<file path="config.mk">
export PLATFORM = sky130hd
export DESIGN_NAME = nem_front
export DESIGN_NICKNAME = d
export VERILOG_FILES = /design/src/nem_pkg.sv /design/src/nem_front.sv
export SDC_FILE = /design/constraint.sdc
export NUM_CORES = 1
export LEC_CHECK = 0
export BUFFER_PORTS_ARGS = -buffer_cell sky130_fd_sc_hd__buf_2
export CORE_MARGIN = 2
export CORE_UTILIZATION = 51
export CTS_BUF_LIST = sky130_fd_sc_hd__clkbuf_16
export CTS_CLUSTER_SIZE = 40
export DETAILED_ROUTE_END_ITERATION = 8
export GPL_ROUTABILITY_DRIVEN = 0
export PLACE_DENSITY = 0.82
export SLEW_MARGIN = 20
export SYNTH_ARGS = -nofsm -noshare
export SYNTH_HDL_FRONTEND = slang
export SYNTH_SLANG_ARGS = --single-unit
</file>
<file path="constraint.sdc">
create_clock -name clk -period 2.6 [get_ports clk]
set_input_delay 0.39 -clock clk [delete_from_list [all_inputs] [get_ports clk]]
set_output_delay 0.39 -clock clk [all_outputs]
set_load 0.1 [all_outputs]
</file>
<file path="src/nem_pkg.sv">
// shared types and constants of the neighbour equality map
package nem_pkg;

  localparam int ROW_W      = 16;
  localparam int RES_COL_W  = 10;
  localparam int FCOLS_W    = 11;
  localparam int CFG_IDX_W  = 2;
  localparam int CFG_DATA_W = 16;
  localparam int IN_PIX_W   = 32;

  localparam logic [CFG_IDX_W-1:0] CFG_FRAME_COLS = 2'd0;
  localparam logic [CFG_IDX_W-1:0] CFG_FRAME_ROWS = 2'd1;

  // results per pixel request at most, result buffer sizing (depth a power of two)
  localparam int RES_PER_ITEM = 4;
  localparam int RES_DEPTH    = 16;
  localparam int RES_PTR_W    = 4;
  localparam int RES_CNT_W    = RES_PTR_W + 1;
  localparam int TASK_DEPTH   = 4;

  typedef struct packed {
    logic row_ge1;
    logic row_ge2;
    logic col_ge1;
    logic col_ge2;
    logic last_col;
    logic last_row;
  } nem_flags_t;

  localparam int FLAGS_W = $bits(nem_flags_t);

  typedef struct packed {
    logic                 match_flag;
    logic [ROW_W-1:0]     row;
    logic [RES_COL_W-1:0] col;
    logic                 frame_done;
  } nem_result_t;

endpackage

</file>
<file path="src/nem_front.sv">
// front end: frame geometry registers, input position counters and classification
module nem_front #(
  parameter int MAX_COLS = 1024,
  parameter int COL_W    = 10
) (
  input  logic                           clk,
  input  logic                           rst,
  input  logic                           cfg_valid,
  output logic                           cfg_ready,
  input  logic [nem_pkg::CFG_IDX_W-1:0]  cfg_index,
  input  logic [nem_pkg::CFG_DATA_W-1:0] cfg_data,
  input  logic                           accept,
  output logic [COL_W-1:0]               t_col,
  output logic [nem_pkg::ROW_W-1:0]      t_row,
  output nem_pkg::nem_flags_t            t_flags
);
  import nem_pkg::*;

  logic [COL_W-1:0] last_col;
  logic [ROW_W-1:0] last_row;
  logic [COL_W-1:0] col;
  logic [ROW_W-1:0] row;

  // zero acts as one, too wide saturates
  function automatic logic [COL_W-1:0] cols_to_last(input logic [FCOLS_W-1:0] v);
    logic [COL_W-1:0] r;
    if (v == '0) begin
      r = '0;
    end else if (32'(v) > 32'(MAX_COLS)) begin
      r = COL_W'(MAX_COLS - 1);
    end else begin
      r = COL_W'(v - FCOLS_W'(1));
    end
    return r;
  endfunction

  assign cfg_ready = 1'b1;

  always_ff @(posedge clk) begin
    if (rst) begin
      last_col <= cols_to_last(FCOLS_W'(8));
      last_row <= ROW_W'(7);
      col      <= '0;
      row      <= '0;
    end else if (cfg_valid) begin
      unique case (cfg_index)
        CFG_FRAME_COLS: begin
          last_col <= cols_to_last(cfg_data[FCOLS_W-1:0]);
          col      <= '0;
          row      <= '0;
        end
        CFG_FRAME_ROWS: begin
          last_row <= (cfg_data == '0) ? '0 : cfg_data - ROW_W'(1);
          col      <= '0;
          row      <= '0;
        end
        default: begin
        end
      endcase
    end else if (accept) begin
      if (col == last_col) begin
        col <= '0;
        row <= (row == last_row) ? '0 : row + ROW_W'(1);
      end else begin
        col <= col + COL_W'(1);
      end
    end
  end

  assign t_col = col;
  assign t_row = row;

  always_comb begin
    t_flags.row_ge1  = (row != '0);
    t_flags.row_ge2  = (row > ROW_W'(1));
    t_flags.col_ge1  = (col != '0);
    t_flags.col_ge2  = (col > COL_W'(1));
    t_flags.last_col = (col == last_col);
    t_flags.last_row = (row == last_row);
  end

endmodule

</file>
==> impl_metrics.env <==
export IMPL_stdcell_count=518
export IMPL_synthSimpleGateAreaFrac=0.2675
export IMPL_antenna_found_initial=0
export IMPL_grtUsageTotal=0.2449
export IMPL_design_power_total_mw=1.784
export IMPL_power_per_cell_area_nw_per_um2=476.3
export IMPL_cts_clk_slew_worst_paths_ns=0.07
export IMPL_outcome="completed"
export IMPL_seq_area_frac_synth=0.3273
export IMPL_finalMaxSlewViolations=0
export IMPL_tritoncts="yes"
export IMPL_hold_violations=0
export IMPL_p_comb_frac=0.122
export IMPL_cts_buffers_inserted=5
export IMPL_clock_sinks=52
export IMPL_worst_path_buf_inv=1
export IMPL_top_usage_layer="met2"
export IMPL_min_period_ns=2.460
export IMPL_start_util=0.5309
export IMPL_ys_flop_type="dfxtp_1"
export IMPL_synth_top_family_by_area="simple AND/OR/NAND/NOR gates"
export IMPL_h_tree_depth=2
export IMPL_rsz0062_at_grt="no"
export IMPL_placementRows=28
export IMPL_syn_nets=429
export IMPL_grt_util_met2=0.3996
export IMPL_dp_cells=510
export IMPL_grt_max_degree=35
export IMPL_dr_total_vias=3212
export IMPL_p_seq_frac=0.466
export IMPL_postCtsHoldBufs=0
export IMPL_path_delay_family="simple AND/OR/NAND/NOR gates"
export IMPL_fillCellCount=537
export IMPL_utilization=0.6251
export IMPL_n_antenna_cell=0
export IMPL_ys_types=52
export IMPL_die_area_um2=6884
export IMPL_mostFrequentLayoutCells="buf_2 (52), xor2_1 (36), nor2_1 (35), dfxtp_1 (32), nand2_1 (22)"
export IMPL_final_nets=472
export IMPL_hpwl_um=6276
export IMPL_synth_compound_area_frac=0.1810
export IMPL_clock_fmax_ghz=0.4065
export IMPL_grt_pass1_wl_um=14320
export IMPL_cp_slowest_stage_delay_ns=0.54
export IMPL_use_met1=0.3337
export IMPL_p_leak_nw=1.640
export IMPL_layout_commonest_cell="buf_2"
export IMPL_relSlewSlack=0.4065
export IMPL_cp_start_kind="flip-flop"
export IMPL_ys_ff_latch=52
export IMPL_tightest_slew_ns=0.8903
export IMPL_fin_crit_sh=0.9463
export IMPL_postCtsSetupRepairBufs=0
export IMPL_clockPowerShare=0.412
export IMPL_worst_ir_drop_vdd_mv=0.3316
export IMPL_skew_ns=0.004587
export IMPL_placed_cell_area_um2=3581
export IMPL_muxShareOfSynthArea=0.003147
export IMPL_swShare=0.2525
export IMPL_path_cells="xor2_1 > nor4_1 > and3_2 > buf_2"
export IMPL_worstSkewPairLatency_ns=0.29
export IMPL_detail_route_wl_per_cell_um=16.60
export IMPL_routed_wl_um=8597
export IMPL_crit_slowest_cell="nor4_1"
export IMPL_dr_first_iter_drc_count=338
export IMPL_cts_root_buf="clkbuf_16"
export IMPL_yosysTopAreaCell="dfxtp_1"
export IMPL_yosys_area_share_adder=0.03777
export IMPL_drv_cap=0
export IMPL_synth_edf_count=0
export IMPL_cp_data_arrival_time_ns=2.07
export IMPL_syn_inst=399
export IMPL_p_int_mw=1.333
export IMPL_yosysWarnings=0
export IMPL_ctsResizeCount=0
export IMPL_end_kind="primary output"
export IMPL_fin_worst_hold_slack_ns=0.3390
export IMPL_die_w_um=82.97
export IMPL_core_um2=5991
export IMPL_synth_top_area_frac=0.3273
export IMPL_netlist_area_um2=3181
export IMPL_drc=0
export IMPL_critical_path_class="flip-flop to primary output"
export IMPL_area_growth_pct=17.74
export IMPL_viasPerCell=6.201
export IMPL_dr_pass1_iters=5
export IMPL_crit_required_ns=2.21
export IMPL_drive_gt1_frac=0.2415
export IMPL_grt_pass1_vias=2944
export IMPL_port_buffers=53
export IMPL_top_level_ports=55
export IMPL_synthArstFlopShare=0
export IMPL_netlist_top_cells_area="dfxtp_1 (33%), xor2_1 (9.9%), nor2_1 (4.1%)"
export IMPL_grt_util_met3=0.04274
export IMPL_synth_avg_cell_area_um2=7.971
export IMPL_dieHeight_um=82.97
export IMPL_critPathMaxFanout=4
export IMPL_final_area_um2=3745
export IMPL_setup_viol=0
export IMPL_synth_xor_area_share=0.1184
export IMPL_min_delay_path_class="primary input to flip-flop"
export IMPL_ant_nets=0
export IMPL_p_switching_mw=0.4505
export IMPL_grt_ovfl_total=0
export IMPL_cts_buffer_depth=2
==> registers in the layout (all words and copies together) (netlist names) <==
name / cells
t_col: 10
last_col: 10
last_row: 16
t_row: 16
==> cells by family (layout without fill, tap and decap cells) <==
family	count (synthesis)	count (layout)
DFF	52	52
muxes	1	1
adders and majority gates	10	10
xor gates and xnor gates	43	43
AOI/OAI and AO/OA	87	87
other	1	1
buffers and inverters	49	93
and+or+nand+nor	156	156
==> power by group through the flow <==
stage	Combinational [mW]	Clock (mW)	Sequential (mW)
finish	0.218	0.735	0.831
global route	0.238	0.763	0.833
CTS	0.216	0.733	0.830
detailed placement	0.215	0	0.848
global placement	0.210	0	0.848
floorplan	0.143	0	0.854
==> metal layers <==
metal | vias to the layer above | wire (um)
met3 | 18 | 669
met2 | 169 | 4058
met5 | - | 0
li1 | 1531 | -
met1 | 1494 | 3727
met4 | 0 | 142
==> worst paths after layout <==
kind / cells past startpoint / start / slack [ns] / end
max: 4 / last_col[0]$_SDFFE_PP1P_ / 0.14 / t_flags[1]
min: 2 / cfg_data[0] / 0.34 / last_row[0]$_SDFFE_PP1P_
max reg2reg: 6 / last_col[0]$_SDFFE_PP1P_ / 0.28 / t_row[7]$_SDFFE_PP0P_
min reg2reg: 2 / last_row[11]$_SDFFE_PP0P_ / 0.49 / last_row[11]$_SDFFE_PP0P_
==> synth_stat cells (all sizes together) (4+ instances only) <==
library cell  instances
nand4                10
dfxtp                52
xnor2                 7
a22oi                11
nor3                 14
a31oi                 9
nand3                21
clkbuf               26
buf                   8
nor2b                 5
o31ai                 4
inv                  15
a221oi                4
o211ai                5
a21oi                19
nor4                 11
o21ai                16
nor2                 35
nand2                22
xor2                 36
and3                 12
ha                    8
or4                   8
==> area by class of cell <==
class | count | area (um2) | area share
timing repair buffer | 70 | 407.9 | 0.1089
clock inverter | 3 | 38.79 | 0.01036
clock buffer | 5 | 125.1 | 0.03341
inverter | 15 | 60.06 | 0.01604
tap | 75 | 93.84 | 0.02506
multi-input combinational | 298 | 1953 | 0.5215
sequential | 52 | 1066 | 0.2847
==> metrics by stage <==
stage	worst slack, ns	TNS, ns
floorplan	-0.06989	-0.06989
global placement	0.1553	0
detailed placement	0.08035	0
CTS	0.1522	0
global route	0.003295	0
finish	0.1397	0
Note: power is estimated with default switching activity, not from simulation.
