==> src/nem_pkg.sv <==
// shared types and constants of the neighbour equality map
package nem_pkg;

  localparam int ROW_W      = 16;
  localparam int RES_COL_W  = 10;
  localparam int FCOLS_W    = 11;
  localparam int CFG_IDX_W  = 2;
  localparam int CFG_DATA_W = 16;
  localparam int IN_PIX_W   = 32;

  localparam logic [CFG_IDX_W-1:0] CFG_FRAME_COLS = 2'd0;
  localparam logic [CFG_IDX_W-1:0] CFG_FRAME_ROWS = 2'd1;

  // results per pixel request at most, result buffer sizing (depth a power of two)
  localparam int RES_PER_ITEM = 4;
  localparam int RES_DEPTH    = 16;
  localparam int RES_PTR_W    = 4;
  localparam int RES_CNT_W    = RES_PTR_W + 1;
  localparam int TASK_DEPTH   = 4;

  typedef struct packed {
    logic row_ge1;
    logic row_ge2;
    logic col_ge1;
    logic col_ge2;
    logic last_col;
    logic last_row;
  } nem_flags_t;

  localparam int FLAGS_W = $bits(nem_flags_t);

  typedef struct packed {
    logic                 match_flag;
    logic [ROW_W-1:0]     row;
    logic [RES_COL_W-1:0] col;
    logic                 frame_done;
  } nem_result_t;

endpackage

==> src/nem_fifo.sv <==
// small register queue between front and back end
module nem_fifo #(
  parameter int WIDTH = 8,
  parameter int DEPTH = 4
) (
  input  logic             clk,
  input  logic             rst,
  input  logic             wr_en,
  input  logic [WIDTH-1:0] wr_data,
  output logic             full,
  input  logic             rd_en,
  output logic             rd_valid,
  output logic [WIDTH-1:0] rd_data
);
  import nem_pkg::*;

  localparam int PTR_W = (DEPTH > 1) ? $clog2(DEPTH) : 1;
  localparam int CNT_W = $clog2(DEPTH + 1);

  logic [WIDTH-1:0] slots [DEPTH];
  logic [PTR_W-1:0] wptr;
  logic [PTR_W-1:0] rptr;
  logic [CNT_W-1:0] count;
  logic             do_wr;
  logic             do_rd;

  assign full     = (count == CNT_W'(DEPTH));
  assign rd_valid = (count != '0);
  assign rd_data  = slots[rptr];
  assign do_wr    = wr_en && !full;
  assign do_rd    = rd_en && rd_valid;

  always_ff @(posedge clk) begin
    if (do_wr) begin
      slots[wptr] <= wr_data;
    end
  end

  always_ff @(posedge clk) begin
    if (rst) begin
      wptr  <= '0;
      rptr  <= '0;
      count <= '0;
    end else begin
      if (do_wr) begin
        wptr <= (wptr == PTR_W'(DEPTH - 1)) ? '0 : wptr + PTR_W'(1);
      end
      if (do_rd) begin
        rptr <= (rptr == PTR_W'(DEPTH - 1)) ? '0 : rptr + PTR_W'(1);
      end
      if (do_wr && !do_rd) begin
        count <= count + CNT_W'(1);
      end else if (do_rd && !do_wr) begin
        count <= count - CNT_W'(1);
      end
    end
  end

endmodule

==> config.mk <==
export PLATFORM = sky130hd
export DESIGN_NAME = nem_fifo
export DESIGN_NICKNAME = d
export VERILOG_FILES = /design/src/nem_pkg.sv /design/src/nem_fifo.sv
export SDC_FILE = /design/constraint.sdc
export NUM_CORES = 1
export LEC_CHECK = 0
export BUFFER_PORTS_ARGS = -buffer_cell sky130_fd_sc_hd__buf_2
export CAP_MARGIN = 25
export CORE_MARGIN = 4
export CORE_UTILIZATION = 51
export DETAILED_ROUTE_END_ITERATION = 16
export GPL_TIMING_DRIVEN = 0
export PLACE_DENSITY_LB_ADDON = 0.25
export SLEW_MARGIN = 15
export SYNTH_ARGS = -nofsm -noshare
export SYNTH_HDL_FRONTEND = slang
export SYNTH_SLANG_ARGS = --single-unit
==> constraint.sdc <==
create_clock -name clk -period 5.4 [get_ports clk]
set_input_delay 0.54 -clock clk [delete_from_list [all_inputs] [get_ports clk]]
set_output_delay 0.54 -clock clk [all_outputs]
set_load 0.02 [all_outputs]
==> run metrics, run 1 <==
maximum capacitance violations 0; violation count after the first detailed-routing iteration 23; count of pins over their slew limit 0; compound-cell area share of the yosys netlist 0.0304; estimated wirelength of the detail-placed design between 1.5 and 2 mm; Die Area 0.00420 sq mm; kind of capture point of the worst setup path register; Die Span X about 65 um; layout cell share with drive strength beyond 1 0.392; required time of the critical path approximately 5700 ps; NetSw around 250 uW; Core Util, Final 0.602; most frequent standard cell in the layout excluding fill and tap cells sky130_fd_sc_hd__edfxtp_1; Placed Instance Area between 0.0015 and 0.002 sq mm; count of different cell masters after synthesis 26; netlist area before placement ~0.0016 sq mm; CTS buffer count 5; count of hold buffers inserted by post-cts repair 0; sequential fraction of the synthesis area 0.692; Static Leakage roughly 0.69 nW; remaining antenna violation count 0; initial standard-cell utilization of the core 0.535; register share of total power 0.514; number of optimization iterations in the first detailed-route pass 4; post-cts sizing count 0; Synth Register Bits just over 40; mux contribution to synthesized area 0.121; final standard cell area without fillers between 0.0015 and 0.002 sq mm; largest net degree at the start of global routing 13; clock period minus worst slack about 2300 ps; total vias in the final route 853; count of pins on the block boundary 22; RSZ-0062 raised after global routing no; clock root buffer sky130_fd_sc_hd__clkbuf_4; critical hold path startpoint wr_data[7]; clock transition time at the flip-flop clock pins of the worst setup and hold paths around 110 ps; Avg WL per Cell between 10 and 15 um; placeable core area 0.00308 sq mm; total power draw about 790 uW; final cell count without fillers ~160; first-pass GRT wire length around 4.2 mm; Max FO, Critical Path 7; pin slew with the least headroom to its limit 460 ps; final hold violation count 0; number of nets in the layout approximately 140; number of core rows 20; internal power contribution approximately 540 uW; relative contribution of the clock network to total power 0.176; synthesized netlist cell count a little over 90; number of buffers inserted by post-CTS setup repair 0; die height 64.8 um; Filler cells around 250; DRC errors left 0; accumulated negative setup slack 0 ps; register area between 0.001 and 0.0015 sq mm; dpl ws 3090 ps; clock tree from TritonCTS yes; Setup crit start kind register; power density of the placed cells ~430 mW/mm^2; vias in the first global route 917; Final Routed Wirelength approximately 2.4 mm; share of the synthesized netlist area taken by xor and xnor gates 0.0106; Yosys Warn Count 0; Final Worst Setup Slack 3050 ps; post-synthesis share of cell area spent on full adders, half adders and majority gates 0.0577; count of endpoints failing setup in the final report 0; worst setup path class register to register; mean instance size in the synthesized netlist ~18 sq um; mean number of vias per cell between 5 and 6; launching point of the worst reg2reg path count[0]; final weighted congestion in routability-driven placement around 0.71; Highest Clock Rate between 400 and 500 MHz; maximum root-to-sink buffer count 2; arrival time reported for the critical path endpoint between 2000 and 3000 ps; switching power as a share of total power 0.312; insertion delay to the later sink of the worst-skew pair between 300 and 400 ps; # diodes 0; Final period util 0.435; number of instances in the placed design between 150 and 200; Slew headroom 0.693; deepest level of the CTS H-tree 2; startpoint of the most critical setup path count[0]; initial antenna violation count 0; global-route usage over all layers 0.140; Post-Synthesis Net Count roughly 110; outcome completed; count of buffers from port buffering 20; most frequent cells in the layout 32 x sky130_fd_sc_hd__edfxtp_1, 21 x sky130_fd_sc_hd__buf_2, 9 x sky130_fd_sc_hd__dfxtp_1; combinational share of power 0.310; setup skew after layout around 10 ps; min-delay worst type primary input to register; combined area of the multi-input logic cells between 400 and 500 sq um; growth of design area from synthesis to finish 12.5%; global route total overflow 0; simple-gate share of the synthesized area 0.0585; WHS between 400 and 500 ps; maximum ir drop on the vdd rail 201 uV; clock tree sinks 41; dominant combinational cell family by area after synthesis multiplexers
[synthesized netlist by cell type (all sizes together)]
library cell  count  area share
a21oi             3      0.0091
and3              4       0.018
buf               3       0.012
clkbuf            1      0.0023
clkinv            1      0.0053
dfxtp             9        0.11
edfxtp           32        0.58
fa                1       0.012
ha                6       0.046
inv               4      0.0091
mux2i             2       0.012
mux4              8        0.11
nand2             1      0.0023
nand3             2      0.0061
nor2              4       0.011
nor3              1      0.0030
o21ai             2      0.0061
o31ai             2       0.015
or3               3       0.013
or3b              1      0.0053
xor2              2       0.011
[flip-flops by register name, summed over array words and instances (netlist names), named ones only]
| signal | count |
|---|---|
| count | 3 |
| rptr | 2 |
| slots | 32 |
| wptr | 2 |
[cell families after synthesis]
family,after synthesis
simple gates,16
flops,41
compound gates,7
mux,10
buf+inv,9
xor+xnor,2
fa+ha+maj,7
[layout make-up]
class                      count  share of cell area
clock inverter                 2             0.00540
inverter                       5              0.0128
tap                           44              0.0297
clock buffer                   6              0.0223
buffer                         4              0.0128
multi-input combinational     42               0.248
sequential                    41               0.615
timing repair buffer          20              0.0540
[per-layer routing]
metal | GRT usage | wire [um] | vias up
li1 | - | - | 408
met1 | 0.157 | 1030 | 413
met3 | 0.0416 | 109 | 8
met4 | 0.0792 | 68 | 0
met2 | 0.238 | 1230 | 24
met5 | 0 | 0 | -
[critical path: stages (launching register included)]
cell,delay (ps)
sky130_fd_sc_hd__dfxtp_1,460
sky130_fd_sc_hd__or3b_1,160
sky130_fd_sc_hd__buf_6,120
sky130_fd_sc_hd__clkinv_4,50
sky130_fd_sc_hd__nor2_2,120
sky130_fd_sc_hd__ha_1,210
sky130_fd_sc_hd__inv_1,60
sky130_fd_sc_hd__fa_1,370
sky130_fd_sc_hd__xor2_1,160
sky130_fd_sc_hd__or3_2,410
sky130_fd_sc_hd__a21oi_1,150
[power groups by stage]
stage,logic [mW],registers (mW),clock network [mW]
finish,0.245,0.406,0.139
global placement,0.241,0.411,0
detailed placement,0.250,0.414,0
global route,0.270,0.412,0.162
floorplan,0.187,0.408,0
CTS,0.251,0.407,0.146
[path summary, 6_finish.rpt]
path | end | slack [ps] | cells past startpoint
hold / removal | slots[3][7] | 410 | 1
setup reg to reg | count[2] | 3050 | 10
hold reg to reg | register | 500 | 2
setup / recovery | count[2] | 3050 | 10
No activity file was read; power rests on OpenSTA's default activity.
==> run 2, diff against run 1 <==
==> constraint.sdc (replaced) <==
create_clock -name clk -period 2.2 [get_ports clk]
set_input_delay 0.22 -clock clk [delete_from_list [all_inputs] [get_ports clk]]
set_output_delay 0.22 -clock clk [all_outputs]
set_load 0.02 [all_outputs]
==> run 2 against run 1 <==
Sequential power is 150% higher. Cell count is 6.1% higher. Hold slack worse by 320 ps. Combinational power grew to 3.0 times the previous value. Largest cell class unchanged. First-iteration DRC count is 4.3% lower. Critical endpoint unchanged. Non-clock buffer count is 10 higher. Worst setup slack worse by 3000 ps.
==> run metrics, run 2 (same netlist as run 1, synthesis figures left out) <==
number of flip-flops in the largest register 32 (unchanged); setup skew after layout 9.74 ps (was 9.96 ps); maximum capacitance violations 0 (unchanged); count of pins on the block boundary 22 (unchanged); mean number of vias per cell 5.16 (was 5.20); violation count after the first detailed-routing iteration 22 (was 23); count of endpoints failing setup in the final report 0 (unchanged); WHS 87.1 ps (was 410 ps); Die Area 0.00420 sq mm (unchanged); placeable core area 0.00308 sq mm (unchanged); Worst R2R End count[2] (unchanged); min-delay worst type primary input to register (unchanged); launching point of the worst reg2reg path count[0] (unchanged); CTS buffer count 5 (unchanged); Final Worst Setup Slack 40.9 ps (was 3050 ps); first-pass GRT wire length 4.30 mm (was 4.21 mm); maximum root-to-sink buffer count 2 (unchanged); DRC errors left 0 (unchanged); clock tree sinks 41 (unchanged); most frequent cells in the layout 32 x sky130_fd_sc_hd__edfxtp_1, 21 x sky130_fd_sc_hd__buf_2, 10 x sky130_fd_sc_hd__buf_4 (was 32 x sky130_fd_sc_hd__edfxtp_1, 21 x sky130_fd_sc_hd__buf_2, 9 x sky130_fd_sc_hd__dfxtp_1); number of cells on the worst hold path 1 (unchanged); estimated wirelength of the detail-placed design 1.71 mm (unchanged); Max FO, Critical Path 4 (was 7); global route total overflow 0 (unchanged); Setup crit start kind register (unchanged); vias in the first global route 941 (was 917); Regs by FF count slots (32), count (3) (unchanged); most frequent standard cell in the layout excluding fill and tap cells sky130_fd_sc_hd__edfxtp_1 (unchanged); layout cell share with drive strength beyond 1 0.485 (was 0.392); clock root buffer sky130_fd_sc_hd__clkbuf_4 (unchanged); clock period minus worst slack 2160 ps (was 2350 ps); initial antenna violation count 0 (unchanged); Worst Hold Path EP slots[3][7] (unchanged); outcome completed (unchanged); remaining antenna violation count 0 (unchanged); arrival time reported for the critical path endpoint 2430 ps (was 2620 ps); initial standard-cell utilization of the core 0.535 (unchanged); path depth of the worst reg2reg path 10 (unchanged); Slew headroom 0.692 (was 0.693); # diodes 0 (unchanged); total vias in the final route 897 (was 853); die height 64.8 um (unchanged); number of nets in the layout 148 (was 138); setup slack of the most critical reg-to-reg path 40 ps (was 3050 ps); global-route usage over all layers 0.143 (was 0.140); insertion delay to the later sink of the worst-skew pair 340 ps (about the same); final hold violation count 0 (unchanged); kind of capture point of the worst setup path register (unchanged); clock tree from TritonCTS yes (unchanged); clock transition time at the flip-flop clock pins of the worst setup and hold paths 110 ps (about the same); number of core rows 20 (unchanged); maximum ir drop on the vdd rail 609 uV (was 201 uV); final standard cell area without fillers 0.00197 sq mm (was 0.00185 sq mm); Highest Clock Rate 463 MHz (was 426 MHz); pin slew with the least headroom to its limit 462 ps (was 460 ps); Die Span X 64.8 um (unchanged); count of buffers from port buffering 20 (unchanged); growth of design area from synthesis to finish 19.7% (was 12.5%); final weighted congestion in routability-driven placement 0.706 (unchanged); number of optimization iterations in the first detailed-route pass 4 (unchanged); Static Leakage 0.744 nW (was 0.690 nW); count of hold buffers inserted by post-cts repair 0 (unchanged); Core Util, Final 0.641 (was 0.602); power density of the placed cells 1050 mW/mm^2 (was 426 mW/mm^2); Final Routed Wirelength 2.60 mm (was 2.44 mm); dpl ws -113 ps (was 3090 ps); worst setup path class register to register (unchanged); largest net degree at the start of global routing 13 (unchanged); count of pins over their slew limit 0 (unchanged); critical hold path startpoint wr_data[7] (unchanged); deepest level of the CTS H-tree 2 (unchanged); Final period util 0.981 (was 0.435); required time of the critical path 2470 ps (was 5670 ps); Placed Instance Area 0.00180 sq mm (unchanged); register containing the most flip-flops in the final layout slots (unchanged); accumulated negative setup slack 0 ps (unchanged); Avg WL per Cell 14.9 um (about the same)
## run 2: how the worst max path moves through the flow
stage	startpoint	end	slack, ps	cells past startpoint
after detailed placement	count[0]	count[2]	-110	10
final	count[0]	count[2]	40	10
after CTS	count[1]	count[2]	20	10
after global placement	count[0]	count[2]	-50	10
after global routing	count[0]	count[2]	-20	10
after floorplan	count[0]	count[2]	10	10
## run 2: area by class of cell
class	count	area [sq um]
flip-flops and latches	41	1150
fillers	245	1100
multi-input cells	42	492
repair buffers	30	175
well taps	44	55.1
clock buffers	6	41.3
plain buffers	4	23.8
inverters	5	23.8
clock inverters	2	10.0
## run 2: layer usage
metal | vias up | GRT usage | routed length, um | share of wire
li1 | 429 | - | - | -
met1 | 440 | 0.157 | 1090 | 0.42
met2 | 20 | 0.246 | 1350 | 0.52
met3 | 8 | 0.0416 | 92 | 0.035
met4 | 0 | 0.0792 | 70 | 0.027
met5 | - | 0 | 0 | 0
## run 2: what timing repair did
| action | in CTS | in global routing |
|---|---|---|
| resized for setup | 9 | 3 |
| setup endpoints to repair | 1 | 1 |
| setup buffers | 5 | 5 |
| pin swaps | 0 | 3 |
## run 2: worst max-delay path, stage by stage, from the launching register on
cell                       delay [ps]
sky130_fd_sc_hd__dfxtp_4          380
sky130_fd_sc_hd__or3b_1           380
sky130_fd_sc_hd__buf_6            140
sky130_fd_sc_hd__clkinv_4          50
sky130_fd_sc_hd__nor2_4            40
sky130_fd_sc_hd__ha_4             150
sky130_fd_sc_hd__buf_4            120
sky130_fd_sc_hd__buf_4            120
sky130_fd_sc_hd__xor2_1           160
sky130_fd_sc_hd__or3_2            420
sky130_fd_sc_hd__a21oi_2          120
## run 2: metrics by stage
| step | std cells | power (mW) |
|---|---|---|
| 6_report | 174 | 2.07 |
| 5_1_grt | 174 | 2.21 |
| 4_1_cts | 169 | 2.04 |
| 3_5_place_dp | 156 | 1.63 |
| 3_3_place_gp | 156 | 1.60 |
| 2_1_floorplan | 92 | 1.46 |
## run 2: where the power goes
part | switching [mW] | internal (mW)
sequential | 0.0451 | 0.953
combinational | 0.377 | 0.356
clock | 0.221 | 0.122
total | 0.643 | 1.43
